<file path="config.mk">
export PLATFORM = sky130hd
export DESIGN_NAME = lru_replacement_tracker
export DESIGN_NICKNAME = d
export VERILOG_FILES = /design/src/hdl/lrt_pkg.sv /design/src/hdl/lrt_cell.sv /design/src/hdl/lru_replacement_tracker.sv
export VERILOG_INCLUDE_DIRS = /design/src /design/src/hdl
export SDC_FILE = /design/constraint.sdc
export NUM_CORES = 2
export LEC_CHECK = 0
export BUFFER_PORTS_ARGS = -buffer_cell sky130_fd_sc_hd__buf_2
export CORE_MARGIN = 2
export CORE_UTILIZATION = 40
export DETAILED_ROUTE_END_ITERATION = 7
export SYNTH_ARGS = -nofsm -noshare
export SYNTH_HDL_FRONTEND = slang
export SYNTH_SLANG_ARGS = --single-unit
</file>
<file path="constraint.sdc">
create_clock -name clk -period 6 [get_ports clk]
set_input_delay 0.3 -clock clk [delete_from_list [all_inputs] [get_ports clk]]
set_output_delay 0.3 -clock clk [all_outputs]
set_load 0.01 [all_outputs]
</file>
<file path="src/hdl/assert_macros.svh">
// Assertion macros shared by the tracker RTL.
`ifndef ASSERT_MACROS_SVH
`define ASSERT_MACROS_SVH
`ifndef ASSERT_OFF
// Antecedent holds, consequent holds in the same cycle.
`define ASSERT_IMPLY(lbl, clk, rst_n, ante, cons) \
  lbl: assert property (@(posedge clk) disable iff (!rst_n) (ante) |-> (cons)) \
    else $error("assertion failed");
// Antecedent holds, consequent holds in the next cycle.
`define ASSERT_NEXT(lbl, clk, rst_n, ante, cons) \
  lbl: assert property (@(posedge clk) disable iff (!rst_n) (ante) |=> (cons)) \
    else $error("assertion failed");
`else
`define ASSERT_IMPLY(lbl, clk, rst_n, ante, cons)
`define ASSERT_NEXT(lbl, clk, rst_n, ante, cons)
`endif
`endif

</file>
<file path="src/hdl/lrt_pkg.sv">
// Types and codes shared by the LRU tracker modules.
`default_nettype none
package lrt_pkg;

  localparam int KEY_W = 64;

  // Request codes.
  localparam logic [1:0] REQ_TOUCH  = 2'd0;
  localparam logic [1:0] REQ_REMOVE = 2'd1;
  localparam logic [1:0] REQ_EVICT  = 2'd2;

  // Outcome codes.
  localparam logic [1:0] OUT_DONE  = 2'd0;
  localparam logic [1:0] OUT_EMPTY = 2'd1;
  localparam logic [1:0] OUT_FULL  = 2'd2;

  typedef struct packed {
    logic [1:0]       req_type;
    logic [KEY_W-1:0] chunk_key;
  } req_t;

  typedef struct packed {
    logic [KEY_W-1:0] victim_key;
    logic [1:0]       outcome;
    logic             was_present;
  } rsp_t;

  // Control broadcast from the sequencer to every cell.
  typedef struct packed {
    logic load;      // compare cycle: capture the match flag
    logic lookup;    // match on key equality
    logic tail_sel;  // match on the least recent valid slot
    logic upd_ins;   // insert: every slot takes its upper neighbor
    logic upd_mv;    // move to front: slots down to the match shift
    logic upd_rm;    // removal: slots from the match take the lower neighbor
  } cell_ctl_t;

endpackage
`default_nettype wire

</file>
<file path="src/hdl/lrt_cell.sv">
// One slot of the recency list: a key, its valid bit and a match flag.
`default_nettype none
module lrt_cell #(
  parameter int KEY_BITS = 64
) (
  input  wire                      clk,
  input  wire                      rst_n,
  input  wire lrt_pkg::cell_ctl_t  ctl,
  input  wire  [KEY_BITS-1:0]      req_key,
  input  wire  [KEY_BITS-1:0]      key_prev,
  input  wire                      valid_prev,
  input  wire  [KEY_BITS-1:0]      key_next,
  input  wire                      valid_next,
  input  wire                      seen_in,
  input  wire  [KEY_BITS-1:0]      vict_in,
  output logic [KEY_BITS-1:0]      key_o,
  output logic                     valid_o,
  output logic                     match_o,
  output logic                     seen_out,
  output logic [KEY_BITS-1:0]      vict_out
);

  logic [KEY_BITS-1:0] key_r, key_nxt;
  logic                valid_r, valid_nxt;
  logic                match_r, match_nxt;

  // Match flag is captured in the compare cycle and held through the update.
  always_comb begin
    match_nxt = match_r;
    if (ctl.load) begin
      if (ctl.lookup) begin
        match_nxt = valid_r && (key_r == req_key);
      end else if (ctl.tail_sel) begin
        match_nxt = valid_r && !valid_next;
      end else begin
        match_nxt = 1'b0;
      end
    end
  end

  // Slot update: shift toward the least recent end, or close a gap.
  always_comb begin
    key_nxt   = key_r;
    valid_nxt = valid_r;
    if (ctl.upd_ins || (ctl.upd_mv && !seen_in)) begin
      key_nxt   = key_prev;
      valid_nxt = valid_prev;
    end else if (ctl.upd_rm && (seen_in || match_r)) begin
      key_nxt   = key_next;
      valid_nxt = valid_next;
    end
  end

  always_ff @(posedge clk) begin
    if (!rst_n) begin
      valid_r <= 1'b0;
      match_r <= 1'b0;
    end else begin
      valid_r <= valid_nxt;
      match_r <= match_nxt;
    end
  end

  always_ff @(posedge clk) begin
    key_r <= key_nxt;
  end

  // Neighbor chain: whether a match lies at or above this slot, and its key.
  assign seen_out = seen_in || match_r;
  assign vict_out = match_r ? key_r : vict_in;
  assign key_o    = key_r;
  assign valid_o  = valid_r;
  assign match_o  = match_r;

endmodule
`default_nettype wire

</file>
<file path="src/hdl/lru_replacement_tracker.sv">
// Top level of the LRU replacement tracker: sequencer and the row of slot cells.
`default_nettype none
`include "assert_macros.svh"
// A request is taken when start is high and busy is low. Each request runs as
// a compare cycle, in which every cell checks its key against the request (busy
// is high), and an update cycle, in which the match flag ripples along the row of
// CAPACITY cells and every slot shifts in the same edge. A new request can be
// taken at the end of the update cycle, so the block does not take a new request
// while one is in its compare cycle. The result is registered from the update
// cycle, appears on out_rsp with out_valid for exactly one cycle, and must be
// taken then; the receiver cannot stall it. Slot 0 holds the most recently used key.
module lru_replacement_tracker #(
  parameter int CAPACITY = 16,
  parameter int KEY_BITS = 64
) (
  input  wire                  clk,
  input  wire                  rst_n,
  input  wire                  start,
  output logic                 busy,
  input  wire lrt_pkg::req_t   in_req,
  output logic                 out_valid,
  output lrt_pkg::rsp_t        out_rsp
);

  localparam logic [1:0] S_IDLE = 2'd0;
  localparam logic [1:0] S_CMP  = 2'd1;
  localparam logic [1:0] S_UPD  = 2'd2;

  logic [1:0]          state_r, state_nxt;
  logic [1:0]          req_type_r;
  logic [KEY_BITS-1:0] req_key_r;
  logic                out_valid_r, out_valid_nxt;
  lrt_pkg::rsp_t       rsp_r, rsp_nxt;
  lrt_pkg::cell_ctl_t  ctl;
  logic                accept;

  logic [KEY_BITS-1:0] cell_key  [CAPACITY];
  logic [CAPACITY-1:0] valid_vec;
  logic [CAPACITY-1:0] match_vec;
  logic [CAPACITY:0]   seen_c;
  logic [KEY_BITS-1:0] vict_c    [CAPACITY+1];
  logic                hit, full;
  logic [lrt_pkg::KEY_W-1:0] vict_ext;

  assign busy   = (state_r == S_CMP);
  assign accept = start && !busy;

  // Sequencer: compare, then update; a new request may enter on the update edge.
  always_comb begin
    state_nxt = state_r;
    unique case (state_r)
      S_IDLE:  state_nxt = accept ? S_CMP : S_IDLE;
      S_CMP:   state_nxt = S_UPD;
      S_UPD:   state_nxt = accept ? S_CMP : S_IDLE;
      default: state_nxt = S_IDLE;
    endcase
  end

  always_ff @(posedge clk) begin
    if (!rst_n) begin
      state_r     <= S_IDLE;
      out_valid_r <= 1'b0;
    end else begin
      state_r     <= state_nxt;
      out_valid_r <= out_valid_nxt;
    end
  end

  // Request capture; key bits above KEY_BITS are dropped here.
  always_ff @(posedge clk) begin
    if (accept) begin
      req_type_r <= in_req.req_type;
      req_key_r  <= in_req.chunk_key[KEY_BITS-1:0];
    end
    rsp_r <= rsp_nxt;
  end

  assign hit  = seen_c[CAPACITY];
  assign full = valid_vec[CAPACITY-1];

  // Control broadcast to the cells.
  always_comb begin
    ctl          = '0;
    ctl.load     = (state_r == S_CMP);
    ctl.lookup   = (req_type_r == lrt_pkg::REQ_TOUCH) || (req_type_r == lrt_pkg::REQ_REMOVE);
    ctl.tail_sel = (req_type_r == lrt_pkg::REQ_EVICT);
    if (state_r == S_UPD) begin
      ctl.upd_mv  = (req_type_r == lrt_pkg::REQ_TOUCH) && hit;
      ctl.upd_ins = (req_type_r == lrt_pkg::REQ_TOUCH) && !hit && !full;
      ctl.upd_rm  = ((req_type_r == lrt_pkg::REQ_REMOVE) ||
                     (req_type_r == lrt_pkg::REQ_EVICT)) && hit;
    end
  end

  // Row of slot cells.
  assign seen_c[0] = 1'b0;
  assign vict_c[0] = '0;

  for (genvar i = 0; i < CAPACITY; i++) begin : g_cell
    logic [KEY_BITS-1:0] kp, kn;
    logic                vp, vn;
    if (i == 0) begin : g_head
      assign kp = req_key_r;
      assign vp = 1'b1;
    end else begin : g_body
      assign kp = cell_key[i-1];
      assign vp = valid_vec[i-1];
    end
    if (i == CAPACITY-1) begin : g_tail
      assign kn = '0;
      assign vn = 1'b0;
    end else begin : g_inner
      assign kn = cell_key[i+1];
      assign vn = valid_vec[i+1];
    end
    lrt_cell #(
      .KEY_BITS(KEY_BITS)
    ) u_cell (
      .clk       (clk),
      .rst_n     (rst_n),
      .ctl       (ctl),
      .req_key   (req_key_r),
      .key_prev  (kp),
      .valid_prev(vp),
      .key_next  (kn),
      .valid_next(vn),
      .seen_in   (seen_c[i]),
      .vict_in   (vict_c[i]),
      .key_o     (cell_key[i]),
      .valid_o   (valid_vec[i]),
      .match_o   (match_vec[i]),
      .seen_out  (seen_c[i+1]),
      .vict_out  (vict_c[i+1])
    );
  end

  always_comb begin
    vict_ext                = '0;
    vict_ext[KEY_BITS-1:0]  = vict_c[CAPACITY];
  end

  // Result formed in the update cycle and registered for one strobe cycle.
  always_comb begin
    out_valid_nxt = (state_r == S_UPD);
    rsp_nxt       = '0;
    case (req_type_r)
      lrt_pkg::REQ_TOUCH: begin
        rsp_nxt.was_present = hit;
        rsp_nxt.outcome     = (!hit && full) ? lrt_pkg::OUT_FULL : lrt_pkg::OUT_DONE;
      end
      lrt_pkg::REQ_REMOVE: begin
        rsp_nxt.was_present = hit;
      end
      lrt_pkg::REQ_EVICT: begin
        rsp_nxt.outcome    = hit ? lrt_pkg::OUT_DONE : lrt_pkg::OUT_EMPTY;
        rsp_nxt.victim_key = hit ? vict_ext : '0;
      end
      default: rsp_nxt = '0;
    endcase
  end

  assign out_valid = out_valid_r;
  assign out_rsp   = rsp_r;

  // Checks on sequencing and on the shape of the list.
  `ASSERT_NEXT(a_accept_busy, clk, rst_n, accept, busy)
  `ASSERT_NEXT(a_busy_one_cycle, clk, rst_n, busy, !busy)
  `ASSERT_IMPLY(a_upd_one_match, clk, rst_n, state_r == S_UPD, $onehot0(match_vec))
  `ASSERT_IMPLY(a_valid_packed, clk, rst_n, 1'b1,
                (valid_vec & (valid_vec + {{(CAPACITY-1){1'b0}}, 1'b1})) == '0)

endmodule
`default_nettype wire

</file>
# Word level (Yosys, flattened, before mapping)
# Cells that the tools add are included.
# totals
regBits	1192
out_inout_bits	69
wordCells	347
# classes
n_eq_ne	20
muxes	118
reduce_logical	154
# op_table
operator	count
two-way mux 64 bit	48
equality test 64 bit	16
logical AND 1 bit	68
two-way mux 1 bit	66
logical OR 1 bit	33
zero test 1 bit	32
nonzero test 2 bit	16
case mux 2 bit (2 select lines)	2
equality test 2 x 1 -> 1 bit, second input constant	2
equality test 2 bit, second input constant	2
zero test 2 bit	2
OR reduction 2 bit	2
two-way mux 3 bit	1
two-way mux 2 bit	1
AND reduction 2 bit	1

# Longest topological paths before layout
# depth
ltp_word	22
mapped_depth	12

# By module
# From an unflattened synthesis, not the netlist that was laid out.
# hier_totals
hier_cells	5406
area_unflattened_um2	73654.4
# modules_own_cells
module	n_inst	cells_each	area_each_um2
lrt_cell	16	323	4347.9
lru_replacement_tracker	1	238	4087.7

# Least setup slack after synthesis
# Ideal clock, no wire load.
# synth_timing
kind	flip-flop to flip-flop
start	reg g_cell[0].u_cell.match_r
end	reg g_cell[15].u_cell.key_r[0], enable pin
setup_time_ps	574
t_arrival_ps	5960
slack_ps	-534
path_stages_with_launch	5
synth_period_minus_slack_ps	6534
cell_sequence	dfxtp_1 nor4_4 nand3_1 or4_1 o21ai_0
# synth_via
elab_chain_cells	21
word_cells_on_any_way	26
classes_between	mux (1); reduce/logical (25)
# synth_rtl
element	line_no	text
start, declared	lrt_cell.sv:25	logic match_r, match_nxt;
start signal, assigned	lrt_cell.sv:60	match_r <= match_nxt;
logical OR 1 bit (*) (14 in a row)	lrt_cell.sv:69	assign seen_out = seen_in || match_r;
logical OR 1 bit	lrt_cell.sv:48, lrt_cell.sv:69	
zero test 1 bit	lru_replacement_tracker.sv:89	ctl.upd_ins = (req_type_r == lrt_pkg::REQ_TOUCH) && !hit && !full;
logical AND 1 bit (2 in a row)	lru_replacement_tracker.sv:89	
two-way mux 3 bit	lru_replacement_tracker.sv:87	if (state_r == S_UPD) begin
logical OR 1 bit	lrt_cell.sv:45	if (ctl.upd_ins || (ctl.upd_mv && !seen_in)) begin
nonzero test 2 bit (no line) (*)	n/a	
end signal, assigned	lrt_cell.sv:65	key_r <= key_nxt;
end, declared	lrt_cell.sv:23	logic [KEY_BITS-1:0] key_r, key_nxt;
# Mark *: on every way between the ends. The rest lies on a longest branch, timed or not.
# A chain may end at the register's enable or synchronous reset.

# Final worst setup path
# layout_timing
start	reg g_cell[10].u_cell.match_r
end	reg g_cell[5].u_cell.key_r[23], enable pin
# layout_via
elab_chain_cells	12
word_cells_on_any_way	16
classes_between	mux (1); reduce/logical (15)
# layout_rtl
element	line_no
start, declared	lrt_cell.sv:25
start signal, assigned	lrt_cell.sv:60
logical OR 1 bit (*) (6 in a row)	lrt_cell.sv:69
zero test 1 bit	lru_replacement_tracker.sv:89
logical AND 1 bit (2 in a row)	lru_replacement_tracker.sv:89
two-way mux 3 bit (*)	lru_replacement_tracker.sv:87
logical OR 1 bit	lrt_cell.sv:45
nonzero test 2 bit (no line) (*)	n/a
end signal, assigned	lrt_cell.sv:65
end, declared	lrt_cell.sv:23
# Marks and branches as above.

==> impl_metrics.tcl <==
set metrics [dict create \
    grt_usage 0.374 \
    timing.hold.ws_ns 0.190 \
    min_period_ns 4.10 \
    report.final.slew_viol_count 0 \
    timing.reg2reg.worst_path_depth 8 \
    die_area_um2 169000 \
    worstHoldStart "in_req[27]" \
    synth.yosys.warnings 0 \
    timing.critical_path.max_delay_family "simple AND/OR/NAND/NOR gates" \
    firstDrtPassIters 8 \
    finalHoldViolations 0 \
    clock_sinks 1192 \
    rrSetupSlack_ns 1.90 \
    number_of_buffers_inserted_by_post_cts_setup_repair 0 \
    synth_top_cell_area_share 0.494 \
    global_route_wire_length_before_repair_mm 431 \
    fmax_mhz 244 \
    met3WireLength_mm 41.5 \
    drt_first_iter_violations 9595 \
    worstPathMaxFanout 25 \
    cellLeakagePower_nw 25.9 \
    postSynthNetCount 5693 \
    setup.worst_path.end_class "flop" \
    via_count_of_the_first_global_routing_pass 48700 \
    path_class "reg -> reg" \
    post_synth_most_frequent_cells "sky130_fd_sc_hd__edfxtp_1 (1090), sky130_fd_sc_hd__nand2_1 (758), sky130_fd_sc_hd__mux2_2 (628), sky130_fd_sc_hd__xor2_1 (623), sky130_fd_sc_hd__xnor2_1 (367)" \
    clk_transition_reported_paths_ns 0.07 \
    grt_setup_unrepaired "no" \
    synth_top_area_cell "sky130_fd_sc_hd__edfxtp_1" \
    ctsHtreeMaxLevel 4 \
    syn-cell-area_um2 66300 \
    clock_tree.root_cell "sky130_fd_sc_hd__clkbuf_16" \
    ios 138 \
    seq_total_area_yosys 0.524 \
    synth.most_common_cell "sky130_fd_sc_hd__edfxtp_1" \
    vias 52500 \
    critical-path-max-stage-delay_ns 0.67 \
    post_synth_main_area_contributors "sky130_fd_sc_hd__edfxtp_1 (49%), sky130_fd_sc_hd__mux2_2 (11%), sky130_fd_sc_hd__xor2_1 (8.2%)" \
    critical_path.startpoint_type "flop" \
    drv_cap 0 \
    ys_async_sr_fraction 0 \
    place.port_buffers 137 \
    syn_inst 5621 \
    die-width_um 411 \
    critPathMostFrequentCell "sky130_fd_sc_hd__buf_4" \
    power_report.internal_total_mw 14.5 \
    timing.critical_path.slowest_stage_cell "sky130_fd_sc_hd__or2_2" \
    die_height_um 411 \
    worst_slew_margin_rel 0.200 \
    routedWlPerCell_um 40.7 \
    layout.nets 5770 \
    placementRows 149 \
    crit_path_cell_trace "nor3_2, nand4_2, nor4_4, buf_4, a21o_2, buf_4, or2_2, buf_4" \
    comb_power_share 0.092 \
    max_slew.worst_pin.slew_ns 1.20 \
    grt_overflow_total 0 \
    grt_max_degree 73 \
    switching_power_mw 5.27 \
    timing.hold.worst.class "in -> reg" \
    design.core.area_um2 165000 \
    synth_enable_flop_cells 1090 \
    place.gp.congestion 1.07 \
    drt.antenna.violating_nets 0 \
    ctsLongestPathBuffers 3 \
    setup_viol 0 \
    crit-reg2reg-capture "g_cell[5].u_cell.key_o[23]" \
    critical_path_buf_inv_count 3 \
    p_sw_frac 0.266 \
    final.setup.tns_ns 0 \
    power_per_cell_area_nw_per_um2 265 \
    drive_above_1_share 0.206 \
    area_growth_syn_to_fin_pct 12.8 \
    place.detailed.hpwl_mm 248 \
    finalClockSkew_ns 0.0292 \
    timing.final.crit_share 0.683 \
    status "complete, but fails checks" \
    cts_resized 0 \
    avgSynthCellArea_um2 11.8 \
    worstReg2RegStart "g_cell[10].u_cell.match_o" \
    route.met2.wl_mm 133 \
    synth_ff_type "sky130_fd_sc_hd__edfxtp_1" \
    tritoncts.num_buffers 142 \
    start_util 0.402 \
    vias_cell 6.56 \
    post-route-drc-count 9 \
    routed_wl_mm 325 \
    power.share.clock 0.435 \
    routed.top_layer "met5" \
    antenna_found_initial 20 \
    whs_endpoint "g_cell[0].kp[27]" \
    post_synth_num_cell_types 56 \
    ir_drop_uv 288 \
    worst_skew_pair.late_latency_ns 0.82 \
    synth-seq-cells 1192 \
    worstHoldPathCells 2 \
    cp.arrival_ns 4.59 \
    power.share.sequential 0.473 \
    worst-endpoint-required_ns 6.49 \
    wirelength_met1_mm 121 \
    tritoncts_clock_tree "done" \
    violations_in_the_final_reports "design-rule violations" \
]
==> power by group through the flow <==
stage / Combinational, mW / Clock [mW] / Sequential [mW]
final: 1.82 / 8.61 / 9.38
after global routing: 1.80 / 8.94 / 9.37
after CTS: 1.73 / 8.65 / 9.36
after detailed placement: 1.69 / 0 / 9.53
after global placement: 1.68 / 0 / 9.53
after floorplan: 0.838 / 0 / 9.40
==> layout by cell type (no fill, tap or decap), types with 7 or more instances in the layout <==
cell	synthesis	final
sky130_fd_sc_hd__dlygate4sd3_1	0	69
sky130_fd_sc_hd__a211oi_1	33	33
sky130_fd_sc_hd__a22o_1	67	67
sky130_fd_sc_hd__edfxtp_1	1090	1090
sky130_fd_sc_hd__buf_2	76	137
sky130_fd_sc_hd__nand2_1	758	749
sky130_fd_sc_hd__o31ai_1	15	15
sky130_fd_sc_hd__nand4_1	125	125
sky130_fd_sc_hd__inv_1	50	49
sky130_fd_sc_hd__mux2i_1	8	8
sky130_fd_sc_hd__o211a_1	14	14
sky130_fd_sc_hd__nor2_1	44	41
sky130_fd_sc_hd__clkinv_1	0	27
sky130_fd_sc_hd__or4_1	34	34
sky130_fd_sc_hd__clkbuf_8	0	9
sky130_fd_sc_hd__nor4_1	184	184
sky130_fd_sc_hd__a222oi_1	85	85
sky130_fd_sc_hd__a21oi_4	0	7
sky130_fd_sc_hd__nand3_1	36	35
sky130_fd_sc_hd__a221oi_1	102	102
sky130_fd_sc_hd__dfxtp_1	102	98
sky130_fd_sc_hd__buf_4	21	165
sky130_fd_sc_hd__a21oi_1	21	14
sky130_fd_sc_hd__o21ai_4	0	9
sky130_fd_sc_hd__a32oi_1	11	11
sky130_fd_sc_hd__and2_1	69	67
sky130_fd_sc_hd__clkbuf_16	0	149
sky130_fd_sc_hd__clkbuf_1	309	35
sky130_fd_sc_hd__a31oi_1	69	69
sky130_fd_sc_hd__xor2_1	623	623
sky130_fd_sc_hd__a22oi_1	13	13
sky130_fd_sc_hd__mux2_1	112	112
sky130_fd_sc_hd__nor3_1	25	23
sky130_fd_sc_hd__o21ai_0	218	208
sky130_fd_sc_hd__xnor2_1	367	367
sky130_fd_sc_hd__clkinv_2	0	22
sky130_fd_sc_hd__mux2_2	628	628
sky130_fd_sc_hd__o22ai_1	205	205
sky130_fd_sc_hd__nand2_4	0	7
==> per-layer routing <==
metal / global-route usage / up-vias
met5: 0 / -
li1: - / 21200
met2: 0.527 / 4309
met1: 0.490 / 26200
met4: 0.281 / 10
met3: 0.100 / 713
==> sequential cells by signal, summed over array words and instances (netlist names) <==
| signal | cells |
|---|---|
| req_type_r | 2 |
| g_cell.u_cell.match_o | 16 |
| g_cell.kp | 64 |
| out_rsp | 67 |
| g_cell.u_cell.key_o | 1024 |
| state_r | 2 |
| g_cell.u_cell.valid_o | 16 |
| out_valid | 1 |
==> cells by family after synthesis <==
| logic type | synth area share |
|---|---|
| buffers and inverters | 0.0307 |
| muxes | 0.127 |
| adders and majority gates | 0.000566 |
| AOI/OAI and AO/OA | 0.0926 |
| xor gates and xnor gates | 0.131 |
| and+or+nand+nor | 0.0940 |
| DFF | 0.524 |
==> worst max-delay path by stage <==
stage / start / to / cells past startpoint
after CTS: g_cell[6].u_cell.match_o / g_cell[5].u_cell.key_o[18] / 8
final: g_cell[10].u_cell.match_o / g_cell[5].u_cell.key_o[23] / 8
after global placement: g_cell[6].u_cell.match_o / g_cell[5].u_cell.key_o[18] / 8
after floorplan: req_type_r[0] / g_cell[7].u_cell.key_o[0] / 6
after global routing: g_cell[6].u_cell.match_o / g_cell[5].u_cell.key_o[18] / 8
after detailed placement: g_cell[6].u_cell.match_o / g_cell[5].u_cell.key_o[18] / 8
==> area by class of cell <==
cell class,count,area [um^2]
clock buffer,193,3980
clock inverter,64,479
multi-input combinational,3933,29900
inverter,52,196
sequential,1192,34800
antenna,4,10.0
fill,15300,90000
timing repair buffer,377,2740
tap,2189,2740
==> through the flow <==
step / setup slack (ns) / util / power [mW] / area, um^2 / cells
final: 1.90 / 0.454 / 19.8 / 74800 / 8004
after global routing: 1.68 / 0.454 / 20.1 / 74800 / 8000
after CTS: 1.93 / 0.454 / 19.7 / 74800 / 8000
after detailed placement: 1.96 / 0.422 / 11.2 / 69600 / 7674
after global placement: 2.03 / 0.422 / 11.2 / 69600 / 7674
after floorplan: -0.298 / - / 10.2 / 66300 / 5621
==> timing repair <==
item,CTS,global route
hold buffers,69,0
hold endpoints to repair,79,0
endpoints found under the setup margin,0,0
Power figures use the tool's default switching activity.
